<file path="src/rtl/blm_pkg.sv">
`timescale 1ns / 1ps

package blm_pkg;

    // Default batch length, a power of two.
    localparam int unsigned SAMPLE_COUNT_DEF = 16;

    // Field widths.
    localparam int unsigned ADC_W    = 12;
    localparam int unsigned MV_W     = 16;
    localparam int unsigned HYST_W   = 12;
    localparam int unsigned ALPHA_W  = 9;
    localparam int unsigned GAIN_W   = 24;
    localparam int unsigned FILT_W   = 24;
    localparam int unsigned LEVEL_W  = 2;
    localparam int unsigned CFG_IDX_W  = 3;
    localparam int unsigned CFG_DATA_W = 24;

    // Shared multiplier operand and product widths.
    localparam int unsigned MUL_A_W = 24;
    localparam int unsigned MUL_B_W = 12;
    localparam int unsigned MUL_P_W = MUL_A_W + MUL_B_W;

    // Battery level codes.
    localparam logic [LEVEL_W-1:0] LEVEL_GOOD = 2'd0;
    localparam logic [LEVEL_W-1:0] LEVEL_WARN = 2'd1;
    localparam logic [LEVEL_W-1:0] LEVEL_LOW  = 2'd2;

    // Configuration register indexes.
    localparam logic [CFG_IDX_W-1:0] REG_LOW_THR   = 3'd0;
    localparam logic [CFG_IDX_W-1:0] REG_WARN_THR  = 3'd1;
    localparam logic [CFG_IDX_W-1:0] REG_HYST      = 3'd2;
    localparam logic [CFG_IDX_W-1:0] REG_DEBOUNCE  = 3'd3;
    localparam logic [CFG_IDX_W-1:0] REG_ALPHA     = 3'd4;
    localparam logic [CFG_IDX_W-1:0] REG_GAIN      = 3'd5;

    // Register reset values.
    localparam logic [MV_W-1:0]    LOW_THR_RST  = 16'd6600;
    localparam logic [MV_W-1:0]    WARN_THR_RST = 16'd7000;
    localparam logic [HYST_W-1:0]  HYST_RST     = 12'd200;
    localparam logic [MV_W-1:0]    DEBOUNCE_RST = 16'd10;
    localparam logic [ALPHA_W-1:0] ALPHA_RST    = 9'd26;
    localparam logic [GAIN_W-1:0]  GAIN_RST     = 24'd158440;

    // Unity weight in Q8.
    localparam logic [ALPHA_W-1:0] ALPHA_ONE = 9'd256;

    // Thresholds handed to the classifier.
    typedef struct packed {
        logic [MV_W-1:0]   low_mv;
        logic [MV_W-1:0]   warn_mv;
        logic [HYST_W-1:0] hyst_mv;
        logic [MV_W-1:0]   debounce;
    } thr_t;

    // Classifier decision.
    typedef struct packed {
        logic [MV_W-1:0]    low_run;
        logic [LEVEL_W-1:0] level;
    } cls_t;

    // Sequencer states.
    typedef enum logic [4:0] {
        ST_IDLE  = 5'b00001,
        ST_GAIN  = 5'b00010,
        ST_NEW   = 5'b00100,
        ST_OLD   = 5'b01000,
        ST_CLASS = 5'b10000
    } state_t;

endpackage

</file>
<file path="src/rtl/battery_level_monitor.sv">
`timescale 1ns / 1ps

// Battery level monitor.
// Samples arrive on the s_axis request channel, one 12-bit reading each.
// Samples are summed in batches of SAMPLE_COUNT; a sample that does not close
// a batch leaves the block idle, and tready stays high for the next one.
// The sample that closes a batch starts a sequence (scale, new weight, old
// weight, classify) on one shared 24 x 12 multiplier; tready is low during
// it. Each result carries the filtered voltage in mV and the level code.
// Results sit in an output register; if the receiver stalls, the block keeps
// taking samples until the next batch closes, then waits in the classify
// step until the register is free.
// Register writes use the cfg channel, always ready, and are meant while the
// block is idle. Writing the low threshold reloads the filter from it.
// Reset (rst_n low) restores the default registers, empties the batch,
// loads the filter from the default low threshold and sets the level to good.

module battery_level_monitor
    import blm_pkg::*;
#(
    parameter int unsigned SAMPLE_COUNT = SAMPLE_COUNT_DEF
)
(
    input  logic                  clk,
    input  logic                  rst_n,
    // Sample requests. tdata: [11:0] adc_sample, [15:12] zero.
    input  logic                  s_axis_tvalid,
    output logic                  s_axis_tready,
    input  logic [15:0]           s_axis_tdata,
    // Results. tdata: [15:0] filtered_mv, [17:16] battery_level, [23:18] zero.
    output logic                  m_axis_tvalid,
    input  logic                  m_axis_tready,
    output logic [23:0]           m_axis_tdata,
    // Register writes.
    input  logic                  cfg_valid,
    output logic                  cfg_ready,
    input  logic [CFG_IDX_W-1:0]  cfg_index,
    input  logic [CFG_DATA_W-1:0] cfg_data
);

    localparam int unsigned LOG2_N = (SAMPLE_COUNT > 1) ? $clog2(SAMPLE_COUNT) : 0;
    localparam int unsigned CNT_W  = (SAMPLE_COUNT > 1) ? $clog2(SAMPLE_COUNT) : 1;
    localparam int unsigned SUM_W  = ADC_W + LOG2_N;
    localparam int unsigned ACC_W  = 33;
    localparam logic [CNT_W-1:0] CNT_LAST = CNT_W'(SAMPLE_COUNT - 1);

    // Configuration registers.
    logic [MV_W-1:0]    low_thr_reg,  low_thr_next;
    logic [MV_W-1:0]    warn_thr_reg, warn_thr_next;
    logic [HYST_W-1:0]  hyst_reg,     hyst_next;
    logic [MV_W-1:0]    debounce_reg, debounce_next;
    logic [ALPHA_W-1:0] alpha_reg,    alpha_next;
    logic [GAIN_W-1:0]  gain_reg,     gain_next;

    // Datapath and control state.
    state_t             state_reg,   state_next;
    logic [SUM_W-1:0]   sum_reg,     sum_next;
    logic [CNT_W-1:0]   count_reg,   count_next;
    logic [ADC_W-1:0]   avg_reg,     avg_next;
    logic [FILT_W-1:0]  reading_reg, reading_next;
    logic [ACC_W-1:0]   acc_reg,     acc_next;
    logic [FILT_W-1:0]  filter_reg,  filter_next;
    logic [MV_W-1:0]    low_run_reg, low_run_next;
    logic [LEVEL_W-1:0] level_reg,   level_next;
    logic               out_valid_reg, out_valid_next;
    logic [MV_W-1:0]    out_mv_reg,  out_mv_next;

    logic               in_fire;
    logic               cfg_fire;
    logic               out_load;
    logic [SUM_W-1:0]   sum_add;
    logic [ALPHA_W-1:0] alpha_eff;
    logic [ALPHA_W-1:0] alpha_rest;
    logic [MUL_A_W-1:0] mul_a;
    logic [MUL_B_W-1:0] mul_b;
    logic [MUL_P_W-1:0] mul_p;
    logic [ACC_W-1:0]   acc_sum;
    thr_t               thr;
    cls_t               cls;

    assign in_fire   = s_axis_tvalid && s_axis_tready;
    assign cfg_fire  = cfg_valid && cfg_ready;
    assign cfg_ready = 1'b1;
    assign s_axis_tready = (state_reg == ST_IDLE);
    assign out_load  = (state_reg == ST_CLASS) && (!out_valid_reg || m_axis_tready);

    assign m_axis_tvalid = out_valid_reg;
    assign m_axis_tdata  = {6'd0, level_reg, out_mv_reg};

    // Filter weights; weights above unity act as unity.
    assign alpha_eff  = alpha_reg[ALPHA_W-1] ? ALPHA_ONE : alpha_reg;
    assign alpha_rest = ALPHA_ONE - alpha_eff;

    assign sum_add = sum_reg + SUM_W'(s_axis_tdata[ADC_W-1:0]);

    // Operand selection for the shared multiplier.
    always_comb
    begin
        unique case (state_reg)
            ST_GAIN:
            begin
                mul_a = gain_reg;
                mul_b = avg_reg;
            end
            ST_NEW:
            begin
                mul_a = reading_reg;
                mul_b = MUL_B_W'(alpha_eff);
            end
            ST_OLD:
            begin
                mul_a = filter_reg;
                mul_b = MUL_B_W'(alpha_rest);
            end
            default:
            begin
                mul_a = '0;
                mul_b = '0;
            end
        endcase
    end

    blm_mul u_mul
    (
        .a       (mul_a),
        .b       (mul_b),
        .product (mul_p)
    );

    assign acc_sum = acc_reg + mul_p[ACC_W-1:0];

    assign thr.low_mv   = low_thr_reg;
    assign thr.warn_mv  = warn_thr_reg;
    assign thr.hyst_mv  = hyst_reg;
    assign thr.debounce = debounce_reg;

    blm_classify u_classify
    (
        .filter_value (filter_reg),
        .thr          (thr),
        .low_run      (low_run_reg),
        .level        (level_reg),
        .result       (cls)
    );

    // Sequencer and next-state logic.
    always_comb
    begin
        state_next     = state_reg;
        sum_next       = sum_reg;
        count_next     = count_reg;
        avg_next       = avg_reg;
        reading_next   = reading_reg;
        acc_next       = acc_reg;
        filter_next    = filter_reg;
        low_run_next   = low_run_reg;
        level_next     = level_reg;
        out_mv_next    = out_mv_reg;
        out_valid_next = out_valid_reg && !m_axis_tready;

        unique case (state_reg)
            ST_IDLE:
            begin
                if (in_fire)
                begin
                    if (count_reg == CNT_LAST)
                    begin
                        avg_next   = sum_add[SUM_W-1 -: ADC_W];
                        sum_next   = '0;
                        count_next = '0;
                        state_next = ST_GAIN;
                    end
                    else
                    begin
                        sum_next   = sum_add;
                        count_next = count_reg + CNT_W'(1);
                    end
                end
            end
            ST_GAIN:
            begin
                // Q8 millivolts, saturated to the filter width.
                if (mul_p[MUL_P_W-1:FILT_W+8] != '0)
                begin
                    reading_next = {FILT_W{1'b1}};
                end
                else
                begin
                    reading_next = mul_p[FILT_W+7:8];
                end
                state_next = ST_NEW;
            end
            ST_NEW:
            begin
                acc_next   = mul_p[ACC_W-1:0];
                state_next = ST_OLD;
            end
            ST_OLD:
            begin
                filter_next = acc_sum[FILT_W+7:8];
                state_next  = ST_CLASS;
            end
            ST_CLASS:
            begin
                if (out_load)
                begin
                    low_run_next   = cls.low_run;
                    level_next     = cls.level;
                    out_mv_next    = filter_reg[FILT_W-1:8];
                    out_valid_next = 1'b1;
                    state_next     = ST_IDLE;
                end
            end
            default:
            begin
                state_next = ST_IDLE;
            end
        endcase

        // Loading the low threshold also reloads the filter.
        if (cfg_fire && (cfg_index == REG_LOW_THR))
        begin
            filter_next = {cfg_data[MV_W-1:0], 8'd0};
        end
    end

    // Register writes.
    always_comb
    begin
        low_thr_next  = low_thr_reg;
        warn_thr_next = warn_thr_reg;
        hyst_next     = hyst_reg;
        debounce_next = debounce_reg;
        alpha_next    = alpha_reg;
        gain_next     = gain_reg;
        if (cfg_fire)
        begin
            unique case (cfg_index)
                REG_LOW_THR:  low_thr_next  = cfg_data[MV_W-1:0];
                REG_WARN_THR: warn_thr_next = cfg_data[MV_W-1:0];
                REG_HYST:     hyst_next     = cfg_data[HYST_W-1:0];
                REG_DEBOUNCE: debounce_next = cfg_data[MV_W-1:0];
                REG_ALPHA:    alpha_next    = cfg_data[ALPHA_W-1:0];
                REG_GAIN:     gain_next     = cfg_data[GAIN_W-1:0];
                default:      ;
            endcase
        end
    end

    // Control and configuration registers.
    always_ff @(posedge clk or negedge rst_n)
    begin
        if (!rst_n)
        begin
            low_thr_reg   <= LOW_THR_RST;
            warn_thr_reg  <= WARN_THR_RST;
            hyst_reg      <= HYST_RST;
            debounce_reg  <= DEBOUNCE_RST;
            alpha_reg     <= ALPHA_RST;
            gain_reg      <= GAIN_RST;
            state_reg     <= ST_IDLE;
            sum_reg       <= '0;
            count_reg     <= '0;
            filter_reg    <= {LOW_THR_RST, 8'd0};
            low_run_reg   <= '0;
            level_reg     <= LEVEL_GOOD;
            out_valid_reg <= 1'b0;
        end
        else
        begin
            low_thr_reg   <= low_thr_next;
            warn_thr_reg  <= warn_thr_next;
            hyst_reg      <= hyst_next;
            debounce_reg  <= debounce_next;
            alpha_reg     <= alpha_next;
            gain_reg      <= gain_next;
            state_reg     <= state_next;
            sum_reg       <= sum_next;
            count_reg     <= count_next;
            filter_reg    <= filter_next;
            low_run_reg   <= low_run_next;
            level_reg     <= level_next;
            out_valid_reg <= out_valid_next;
        end
    end

    // Datapath registers.
    always_ff @(posedge clk)
    begin
        avg_reg     <= avg_next;
        reading_reg <= reading_next;
        acc_reg     <= acc_next;
        out_mv_reg  <= out_mv_next;
    end

    // A request that closes a batch starts the arithmetic sequence.
    assert property (@(posedge clk) disable iff (!rst_n)
        (in_fire && (count_reg == CNT_LAST)) |=> (state_reg == ST_GAIN))
        else $error("closing sample did not start the sequence");

    // A result loaded into the output register leaves the batch empty and the block idle.
    assert property (@(posedge clk) disable iff (!rst_n)
        out_load |=> ((state_reg == ST_IDLE) && (count_reg == '0) && m_axis_tvalid))
        else $error("result load left stale state");

    // Entering the low level needs a nonzero run of low evaluations.
    assert property (@(posedge clk) disable iff (!rst_n)
        ((level_reg == LEVEL_LOW) && ($past(level_reg) != LEVEL_LOW))
            |-> (low_run_reg > debounce_reg))
        else $error("low level declared without debounce");

    // A shown result never carries the unused level code.
    assert property (@(posedge clk) disable iff (!rst_n)
        m_axis_tvalid |-> (level_reg != 2'd3))
        else $error("invalid level code");

endmodule

</file>
<file path="src/rtl/blm_mul.sv">
`timescale 1ns / 1ps

module blm_mul
    import blm_pkg::*;
(
    input  logic [MUL_A_W-1:0] a,
    input  logic [MUL_B_W-1:0] b,
    output logic [MUL_P_W-1:0] product
);

    // Unsigned 24 x 12 multiply, shared by the scale and filter steps.
    assign product = MUL_P_W'(a) * MUL_P_W'(b);

endmodule

</file>
<file path="src/rtl/blm_classify.sv">
`timescale 1ns / 1ps

module blm_classify
    import blm_pkg::*;
(
    input  logic [FILT_W-1:0]  filter_value,
    input  thr_t               thr,
    input  logic [MV_W-1:0]    low_run,
    input  logic [LEVEL_W-1:0] level,
    output cls_t               result
);

    logic [FILT_W-1:0] low_q8;
    logic [FILT_W-1:0] warn_q8;
    logic [FILT_W:0]   good_q8;
    logic [MV_W-1:0]   run_inc;

    // Thresholds in the filter's Q16.8 format.
    assign low_q8  = {thr.low_mv, 8'd0};
    assign warn_q8 = {thr.warn_mv, 8'd0};
    assign good_q8 = {(17'(thr.warn_mv) + 17'(thr.hyst_mv)), 8'd0};

    // Saturating count of consecutive low evaluations.
    assign run_inc = (low_run == {MV_W{1'b1}}) ? low_run : low_run + MV_W'(1);

    // Low with debounce, otherwise warn / good with a hold band between.
    always_comb
    begin
        result.low_run = run_inc;
        result.level   = level;
        if (filter_value <= low_q8)
        begin
            if (run_inc > thr.debounce)
            begin
                result.level = LEVEL_LOW;
            end
        end
        else
        begin
            result.low_run = '0;
            if (filter_value <= warn_q8)
            begin
                result.level = LEVEL_WARN;
            end
            else if ({1'b0, filter_value} >= good_q8)
            begin
                result.level = LEVEL_GOOD;
            end
        end
    end

endmodule
</file>
<file path="config.mk">
export PLATFORM = sky130hd
export DESIGN_NAME = battery_level_monitor
export DESIGN_NICKNAME = d
export VERILOG_FILES = /design/src/rtl/blm_pkg.sv /design/src/rtl/battery_level_monitor.sv /design/src/rtl/blm_mul.sv /design/src/rtl/blm_classify.sv
export SDC_FILE = /design/constraint.sdc
export NUM_CORES = 1
export LEC_CHECK = 0
export ABC_AREA = 1
export BUFFER_PORTS_ARGS = -buffer_cell sky130_fd_sc_hd__buf_2
export CORE_MARGIN = 5
export CORE_UTILIZATION = 54
export CTS_CLUSTER_DIAMETER = 200
export DETAILED_ROUTE_END_ITERATION = 8
export PLACE_DENSITY_LB_ADDON = 0.3
export SYNTH_ARGS = -nofsm -noshare
export SYNTH_HDL_FRONTEND = slang
export SYNTH_HIERARCHICAL = 1
export SYNTH_SLANG_ARGS = --single-unit
</file>
<file path="constraint.sdc">
create_clock -name clk -period 7.96 [get_ports clk]
set_input_delay 1.592 -clock clk [delete_from_list [all_inputs] [get_ports clk]]
set_output_delay 1.592 -clock clk [all_outputs]
set_load 0.005 [all_outputs]
</file>
==> results of run 1 <==
[Yosys cell counts, drive strengths merged (6+ instances only)]
cell type	count	area (um2)
nand4	26	190.2
nor3	20	105.1
dfrtp	124	3103
buf	24	180.2
edfxtp	84	2522
nand3b	12	90.09
clkbuf	66	247.7
dfstp	37	972.2
xor2	36	315.3
a21o	6	45.04
nand3	117	635.6
o21ai	114	593.1
and2	12	75.07
o22ai	16	150.1
xnor2	12	105.1
a21oi	100	508.0
mux2	8	90.09
inv	797	2999
nand2	1226	4652
o211ai	28	210.2
o21bai	9	71.32
fa	222	4444
nor2	165	714.4
ha	195	2440
[kinds of logic after synthesis]
| group | after synthesis | synth area share [%] |
|---|---|---|
| mux | 8 | 0.3516 |
| other cells | 2 | 0.02931 |
| compound gates | 284 | 6.486 |
| xor+xnor | 48 | 1.641 |
| flops | 245 | 25.75 |
| simple gates | 1588 | 25.49 |
| buf+inv | 887 | 13.38 |
| fa+ha+maj | 417 | 26.87 |
[worst max-delay path, delay by kind of cell (launching register included)]
family	cells	cell delay [ns]
compound gates	2	0.88
fa+ha+maj	7	3.32
buf+inv	5	0.72
flops	1	0.39
simple gates	19	2.08
[power by group]
group | internal, uW | switching, uW
logic | 513 | 896
registers | 1550 | 159
clock network | 802 | 537
[final cells by class]
class	count	area, um2	area share [%]
tap	607	759.5	2.721
clock buffer	41	842.1	3.017
multi-input combinational	2352	15640	56.03
inverter	797	3004	10.76
clock inverter	11	135.1	0.4842
timing repair buffer	141	932.1	3.340
sequential	245	6598	23.64
[how the worst min path moves through the flow]
stage	start	to	slack, ns
after floorplan	filter_reg[8]	out_mv_reg[0]	0.45
after global placement	low_thr_reg[6]	low_thr_reg[6]	0.46
after detailed placement	low_thr_reg[6]	low_thr_reg[6]	0.46
after CTS	low_thr_reg[6]	low_thr_reg[6]	0.47
after global routing	low_thr_reg[3]	low_thr_reg[3]	0.49
final	low_thr_reg[7]	low_thr_reg[7]	0.47
[metal layers]
metal / GRT usage (%) / wire length, um / vias up
met4: 6.884 / 1838 / 0
li1: - / - / 10658
met1: 33.00 / 27780 / 10114
met2: 41.69 / 30310 / 560
met3: 2.770 / 3457 / 113
met5: 0 / 0 / -
[stage by stage]
| step | std cells | hold WS [ns] |
|---|---|---|
| floorplan | 3484 | 0.4466 |
| global placement | 4142 | 0.4577 |
| detailed placement | 4142 | 0.4593 |
| CTS | 4194 | 0.4696 |
| global route | 4194 | 0.4899 |
| finish | 4194 | 0.4699 |
[cells in the final DEF (no fill, tap or decap), drive strengths merged, types with 41 or more instances in the layout]
cell	Yosys	final
fa	222	222
edfxtp	84	84
o21ai	114	114
nand2	1226	1226
clkbuf	66	41
dfrtp	124	124
nand3	117	117
ha	195	195
nor2	165	165
a21oi	100	100
buf	24	141
inv	797	797
==> impl_metrics.csv, run 1 <==
group,metric,value,unit
status,status,"finished, final reports clean",
placed_design,port_buffers,63,
yosys,seq_area_frac_synth,25.75,%
power,p_total,4457,uW
timing,fin_ws,0.4859,ns
yosys,synth_area,0.02562,mm2
critical_path,cp-start-kind,"register",
clock_tree,cts_setup_buffers,0,
critical_path,crit_path_max_fanout,27,
clock_tree,cts_buffers,28,
clock_tree,cts_tree,"built",
global_routing,grt_usage,24.32,%
clock_tree,htree_levels,1,
cells_and_area,antenna_cells,0,
power,ir_worst_vdd,0.1368,mV
clock_tree,path_clk_slew,0.06,ns
critical_path,worstPathArrival,7.98,ns
clock_tree,postCtsHoldBufs,0,
yosys,yosys_warnings,6,
drt,drt-initial-drc-count,1633,
clock_tree,numClockSinks,245,
timing,setup_viol,0,
yosys,ys_ff_latch,245,
cells_and_area,final_core_util,59.69,%
power,powerDensity,159.7,mW/mm2
global_routing,grt_max_degree,83,
cells_and_area,area_delta_synth_final,8.937,%
cells_and_area,post-route-cell-area,0.02791,mm2
timing,tns,0,ns
yosys,ys.flop_type,"dfrtp_1",
timing,period_share,93.90,%
yosys,synth_edf_count,84,
die,core_area,0.04675,mm2
job,max_cap_viol_count,0,
timing,fin_skew,0.03185,ns
yosys,synthCells,3479,
global_routing,grt_pass1_wl,105200,um
yosys,synthArstFlopShare,65.71,%
critical_path,reg2reg_depth,33,
critical_path,criticalPathCategory,"register to register",
cells_and_area,largest_reg_flops,32,
cells_and_area,fillers,4265,
die,fp.dieW,227.8,um
yosys,syn_area_per_cell,7.364,um2
critical_path,cp.required,8.46,ns
drt,num_vias,21445,
min_path,hp-class,"register to register",
global_routing,grt_pass1_vias,21120,
die,fp-row-count,79,
drt,wl_per_cell,15.12,um
critical_path,critPathSlowestCell,"o211ai_1",
placed_design,gp_congestion,0.8952,
drt,drc_errors,0,
timing,fin_crit,7.474,ns
critical_path,crit_start,"state_reg[1]",
power,leakagePower,0.01568,uW
critical_path,cp_common_cell,"nand2_1",
critical_path,critPathCapture,"filter_reg[20]",
timing,rsz0062_at_grt,"no",
global_routing,antenna_found_initial,0,
clock_tree,cts_resized,0,
drt,vias_per_cell,5.113,
timing,worstMarginPinSlew,1.027,ns
timing,final_hold_viol_count,0,
critical_path,regToRegStartpoint,"state_reg[1]",
critical_path,critPathCaptureType,"register",
cells_and_area,finalNetCount,4030,
placed_design,dp_slack,0.4523,ns
timing,relSlewSlack,31.55,%
critical_path,r2r_setup_slack,0.49,ns
drt,first_pass_iters,5,
cells_and_area,drive_gt1_share,8.698,%
placed_design,dpl.hpwl,51060,um
drt,route.antenna.remaining_nets,0,
critical_path,r2r_end,"filter_reg[20]",
timing,max_freq,133.8,MHz
die,dieArea,0.05190,mm2
drt,routed_wirelength,63390,um
yosys,synth.distinct_cells,61,
min_path,hold_depth,2,
global_routing,grt-ovfl-total,0,
placed_design,place_area,0.02692,mm2
clock_tree,insertion_delay,0.57,ns
die,start_util,54.80,%
die,die_h,227.8,um
clock_tree,root_buffer,"clkbuf_16",
clock_tree,cts_buffer_depth,3,
timing,slew_viol_final,0,
die,io_pins,75,
critical_path,max_stage_delay,0.70,ns
No activity file was read; power rests on OpenSTA's default activity.
==> run 2: changes to the inputs <==
- ABC_AREA: 1 -> not set
==> run 2 against run 1 <==
Against the previous run: the run now ends with setup timing left; clock-buffer cell count decreased by 4; critical endpoint is now filter_reg[19]; critical path type unchanged; area after synthesis decreased by 8.3%; sequential cell count unchanged.
==> impl_metrics.csv, run 2 <==
group,metric,value,unit
status,status,"finished with violations",
status,violations,"setup timing",
die,core_area,0.04308,mm2
timing,final_hold_viol_count,0,
die,die_h,218.6,um
timing,slew_viol_final,0,
cells_and_area,post-route-cell-area,0.02808,mm2
clock_tree,numClockSinks,245,
min_path,hp-class,"register to register",
cells_and_area,mostFrequentLayoutCells,"nand2_1, inv_1, buf_4",
cells_and_area,antenna_cells,0,
clock_tree,cts_buffer_depth,3,
power,ir_worst_vdd,0.1856,mV
critical_path,critPathSlowestCell,"a222oi_1",
drt,vias_per_cell,5.624,
die,fp-row-count,76,
cells_and_area,mostFrequentLayoutCell,"nand2_1",
die,io_pins,75,
critical_path,criticalPathCategory,"register to register",
die,start_util,54.56,%
clock_tree,path_clk_slew,0.06,ns
cells_and_area,largest_reg_flops,32,
clock_tree,cts_tree,"built",
global_routing,grt_pass1_vias,19810,
timing,rsz0062_at_grt,"yes",
yosys,ys_ff_latch,245,
critical_path,crit_path_max_fanout,7,
critical_path,max_stage_delay,0.63,ns
timing,fin_crit,8.008,ns
yosys,yosys.area.top_type,"fa_1",
placed_design,dpl.hpwl,47330,um
yosys,synth_area,0.02350,mm2
yosys,synthArstFlopShare,65.71,%
drt,drc_errors,0,
drt,route.antenna.remaining_nets,0,
drt,first_pass_iters,6,
placed_design,placed_cells,3320,
job,max_cap_viol_count,0,
power,powerDensity,152.1,mW/mm2
global_routing,grt_pass1_wl,99950,um
placed_design,gp_congestion,0.9976,
timing,fin_ws,-0.04766,ns
power,leakagePower,0.01384,uW
cells_and_area,stdcell_count,3397,
yosys,ys.flop_type,"dfrtp_1",
drt,num_vias,19104,
timing,setup_viol,1,
yosys,seq_area_frac_synth,28.07,%
critical_path,cp-start-kind,"register",
placed_design,place_area,0.02641,mm2
critical_path,worstPathArrival,8.47,ns
cells_and_area,finalNetCount,3256,
drt,drt-initial-drc-count,1751,
clock_tree,htree_levels,1,
global_routing,grt-ovfl-total,0,
cells_and_area,drive_gt1_share,23.65,%
critical_path,critPathCaptureType,"register",
clock_tree,cts_buffers,27,
cells_and_area,fillers,3429,
timing,fin_skew,0.01683,ns
timing,relSlewSlack,28.96,%
global_routing,grt_usage,25.49,%
yosys,synth_edf_count,84,
clock_tree,postCtsHoldBufs,0,
yosys,synth.area.top_cells,"fa_1, dfrtp_1, edfxtp_1",
yosys,synthCells,2501,
yosys,yosysTopAreaCellShare,18.91,%
timing,worstMarginPinSlew,1.062,ns
die,fp.dieW,218.6,um
clock_tree,insertion_delay,0.56,ns
drt,routed_wirelength,61310,um
yosys,synth_commonest_cells,"nand2_1, inv_1, fa_1, ha_1, dfrtp_1",
critical_path,cp_common_cell,"fa_1",
yosys,yosys_warnings,6,
timing,tns,-0.04766,ns
die,dieArea,0.04779,mm2
yosys,synth.distinct_cells,100,
global_routing,antenna_found_initial,0,
cells_and_area,final_core_util,65.19,%
timing,period_share,100.6,%
cells_and_area,area_delta_synth_final,19.50,%
yosys,syn_area_per_cell,9.397,um2
yosys,post-synth-top-count-cell,"nand2_1",
clock_tree,root_buffer,"clkbuf_16",
timing,max_freq,124.9,MHz
critical_path,cp.required,8.43,ns
placed_design,port_buffers,63,
global_routing,grt_max_degree,107,
drt,wl_per_cell,18.05,um
-- run 2: changes by cell type after synthesis, moves of 31 or more --
cell / change
mux2_2: +67
a21o_1: +31
nand3_1: -64
inv_1: -425
nand2b_1: +34
nand2_1: -795
and2_1: +83
o21ai_0: -50
nor2_1: -59
xnor2_1: +46
-- run 2: cell type report --
class / instances / area, um2 / area share (%)
multi-input cells: 1803 / 15690 / 55.88
flip-flops and latches: 245 / 6598 / 23.49
repair buffers: 359 / 2838 / 10.10
inverters: 355 / 1339 / 4.767
clock buffers: 37 / 784.5 / 2.793
well taps: 585 / 732.0 / 2.606
clock inverters: 13 / 98.84 / 0.3520
-- run 2: worst max-delay path, delay by kind of cell, from the launching register on --
kind,cells,cell delay [ns]
buf+inv,10,1.22
simple gates,6,0.56
flops,1,0.54
xor+xnor,1,0.18
fa+ha+maj,7,2.98
compound gates,11,2.42
-- run 2: final timing paths --
kind / start / slack (ns) / end / depth (start not counted)
max in group asynchronous: rst_n / 5.46 / low_thr_reg[5] / 2
hold / removal: low_thr_reg[6] / 0.46 / low_thr_reg[6] / 2
hold reg to reg: low_thr_reg[6] / 0.46 / low_thr_reg[6] / 2
min in group asynchronous: rst_n / 1.15 / low_run_reg[14] / 1
setup / recovery: state_reg[0] / -0.05 / filter_reg[19] / 35
setup reg to reg: state_reg[0] / -0.05 / filter_reg[19] / 35
-- run 2: cell families (layout without fill, tap and decap cells) --
family	Yosys count	after routing	share of synthesized area [%]
buffers and inverters	458	764	7.587
multiplexers	84	84	3.982
XOR/XNOR	88	88	3.280
adder cells (fa/ha/maj)	417	417	29.29
AND/OR/NAND/NOR	815	815	16.42
flip-flops	245	245	28.07
AO/OA/AOI/OAI	392	392	11.33
other	2	7	0.03196
-- run 2: per-layer routing --
layer  GRT usage (%)  routed length, um
met2           43.96              29870
met4           7.557               1811
met3           2.299               3501
met5               0                  0
met1           34.55              26120
-- run 2: metrics by stage --
| step | setup slack (ns) | hold slack, ns | total power (uW) |
|---|---|---|---|
| 3_3_place_gp | -0.1031 | 0.4467 | 2934 |
| 5_1_grt | -0.3490 | 0.4768 | 4510 |
| 4_1_cts | 0.006676 | 0.4637 | 4264 |
| 3_5_place_dp | -0.2128 | 0.4531 | 3002 |
| 6_report | -0.04766 | 0.4623 | 4272 |
| 2_1_floorplan | 0.003065 | 0.4391 | 2603 |
-- run 2: power breakdown --
group          internal, uW  switching (uW)
Clock                   700             539
Sequential             1540             170
Combinational           592             734
-- run 2: repair_timing --
| action | 4_1_cts | 5_1_grt |
|---|---|---|
| endpoints found under the setup margin | 5 | 14 |
| cloned | 1 | 1 |
| pin swaps | 16 | 58 |
| buffers inserted | 8 | 18 |
| resized for setup | 42 | 96 |
==> run 3: changes to the inputs <==
- clock period: 7.96 -> 8.4 ns (I/O delays scaled with it)
==> run 3 against run 2 <==
Against the previous run: the flow now finishes without violations; worst hold slack got worse by 0.0044 ns; clock skew rose by 0.0095 ns; die area did not move; via count fell by 1.8%; clock-buffer cell count did not move; first-iteration DRC count rose by 2.4%; non-clock buffer count fell by 108.
==> impl_metrics.csv, run 3 (same netlist as run 2, synthesis figures left out) <==
group,metric,value,unit
die,start_util,54.56,%
min_path,hold_depth,2,
job,max_cap_viol_count,0,
clock_tree,cts_buffer_depth,3,
drt,wl_met3,3663,um
timing,fin_skew,0.02631,ns
cells_and_area,largest_reg_flops,32,
critical_path,cp-start-kind,"register",
die,dieArea,0.04779,mm2
drt,wl_met2,30490,um
timing,fin_ws,0.2115,ns
placed_design,placed_cells,3217,
global_routing,grt_max_degree,84,
power,p_total,4007,uW
timing,period_share,97.48,%
timing,fin_crit,8.189,ns
critical_path,cp_common_cell,"fa_1",
critical_path,criticalPathCategory,"register to register",
clock_tree,cts_buffers,26,
placed_design,gp_congestion,0.9631,
critical_path,max_stage_delay,0.71,ns
clock_tree,insertion_delay,0.55,ns
critical_path,critPathCaptureType,"register",
placed_design,port_buffers,63,
drt,routed_wirelength,61760,um
die,fp-row-count,76,
critical_path,worstPathArrival,8.64,ns
placed_design,dpl.hpwl,47360,um
cells_and_area,antenna_cells,0,
drt,m1WireLength,26080,um
drt,vias_per_cell,5.709,
critical_path,crit_path_max_fanout,24,
cells_and_area,fillers,3505,
cells_and_area,drive_gt1_share,18.95,%
timing,max_freq,122.1,MHz
timing,tns,0,ns
drt,wl_per_cell,18.79,um
timing,rsz0062_at_grt,"yes",
drt,topRoutingLayerUsed,"met4",
drt,num_vias,18767,
timing,setup_viol,0,
clock_tree,cts_tree,"built",
die,die_h,218.6,um
drt,drt-initial-drc-count,1793,
placed_design,dp_slack,-0.1383,ns
die,core_area,0.04308,mm2
global_routing,antenna_found_initial,0,
power,ir_worst_vdd,0.1530,mV
clock_tree,htree_levels,1,
power,leakagePower,0.01329,uW
timing,slew_viol_final,0,
cells_and_area,ff_latch_area,0.006598,mm2
status,status,"finished, final reports clean",
die,io_pins,75,
min_path,hold_end,"low_thr_reg[11]",
min_path,hp-class,"register to register",
cells_and_area,finalNetCount,3147,
timing,final_hold_viol_count,0,
cells_and_area,multiInputGateArea,0.01547,mm2
cells_and_area,mostFrequentLayoutCell,"nand2_1",
critical_path,r2r_setup_slack,0.21,ns
min_path,hold_path.startpoint,"low_thr_reg[11]",
critical_path,cp.required,8.85,ns
cells_and_area,final_core_util,62.49,%
power,powerDensity,148.8,mW/mm2
critical_path,r2r_end,"filter_reg[20]",
clock_tree,numClockSinks,245,
critical_path,reg2reg_depth,32,
global_routing,grt_pass1_wl,98360,um
timing,relSlewSlack,13.44,%
drt,route.antenna.remaining_nets,0,
drt,drc_errors,0,
clock_tree,postCtsHoldBufs,0,
global_routing,grt-ovfl-total,0,
critical_path,regToRegStartpoint,"state_reg[0]",
global_routing,grt_usage,25.28,%
cells_and_area,stdcell_count,3287,
cells_and_area,mostFrequentLayoutCells,"nand2_1, inv_1, fa_1",
drt,first_pass_iters,6,
clock_tree,path_clk_slew,0.06,ns
critical_path,crit_start,"state_reg[0]",
critical_path,critPathSlowestCell,"a222oi_1",
die,fp.dieW,218.6,um
clock_tree,root_buffer,"clkbuf_16",
timing,worstMarginPinSlew,1.294,ns
global_routing,grt_pass1_vias,19490,
cells_and_area,area_delta_synth_final,14.53,%
run 3: cell count changes in the layout (fill, tap and decap cells not counted), moves of 4 or more:
cell / previous run / this run
fa_2: 11 / 1
ha_4: 11 / 3
inv_4: 5 / 0
buf_6: 12 / 7
inv_2: 11 / 6
fa_1: 211 / 221
buf_4: 264 / 170
ha_1: 182 / 191
o21ai_2: 15 / 10
buf_12: 18 / 8
a211oi_2: 6 / 2
inv_1: 342 / 347
run 3: layout make-up:
class	count	share of cell area, %
Clock buffer	37	2.794
Clock inverter	11	0.4602
Inverter	355	4.978
Multi-Input combinational cell	1803	57.46
Sequential cell	245	24.51
Tap cell	585	2.719
Timing Repair Buffer	251	7.079
run 3: worst max-delay path by stage:
stage,end,slack (ns),cells after the start
global route,filter_reg[23],-0.12,33
detailed placement,filter_reg[19],-0.14,30
finish,filter_reg[20],0.21,32
CTS,filter_reg[19],0.03,32
global placement,filter_reg[19],0.03,30
floorplan,filter_reg[20],0.22,32
run 3: what timing repair did:
| item | 4_1_cts | 5_1_grt |
|---|---|---|
| buffers inserted | 1 | 18 |
| resized for setup | 2 | 78 |
| endpoints found under the setup margin | 8 | 14 |
| pin swaps | 2 | 29 |
| gates cloned | 0 | 3 |
run 3: metal layers:
metal  global-route usage (%)  vias to the layer above
met5                        0                        -
met4                    7.159                        0
met3                    3.435                      100
met2                    43.79                      641
met1                    33.49                     9394
li1                         -                     8632
run 3: through the flow:
stage               area, um2  hold slack, ns
global placement        25480          0.4473
CTS                     26380          0.4588
floorplan               23520          0.4391
detailed placement      25480          0.4483
global route            26920          0.4820
finish                  26920          0.4579
run 3: report_power, final:
part           switching (uW)  total [uW]  internal (uW)  leakage (uW)
clock                     481        1170            686      0.000426
sequential                165        1620           1460       0.00268
combinational             680        1220            538        0.0102
run 3: worst max-delay path: cells and delay by family (launching register included):
family | cells | cell delay, ns
AOI/OAI and AO/OA | 9 | 2.43
xor gates and xnor gates | 2 | 0.36
adders and majority gates | 7 | 2.99
buffers and inverters | 7 | 0.83
DFF | 1 | 0.58
and+or+nand+nor | 7 | 0.83
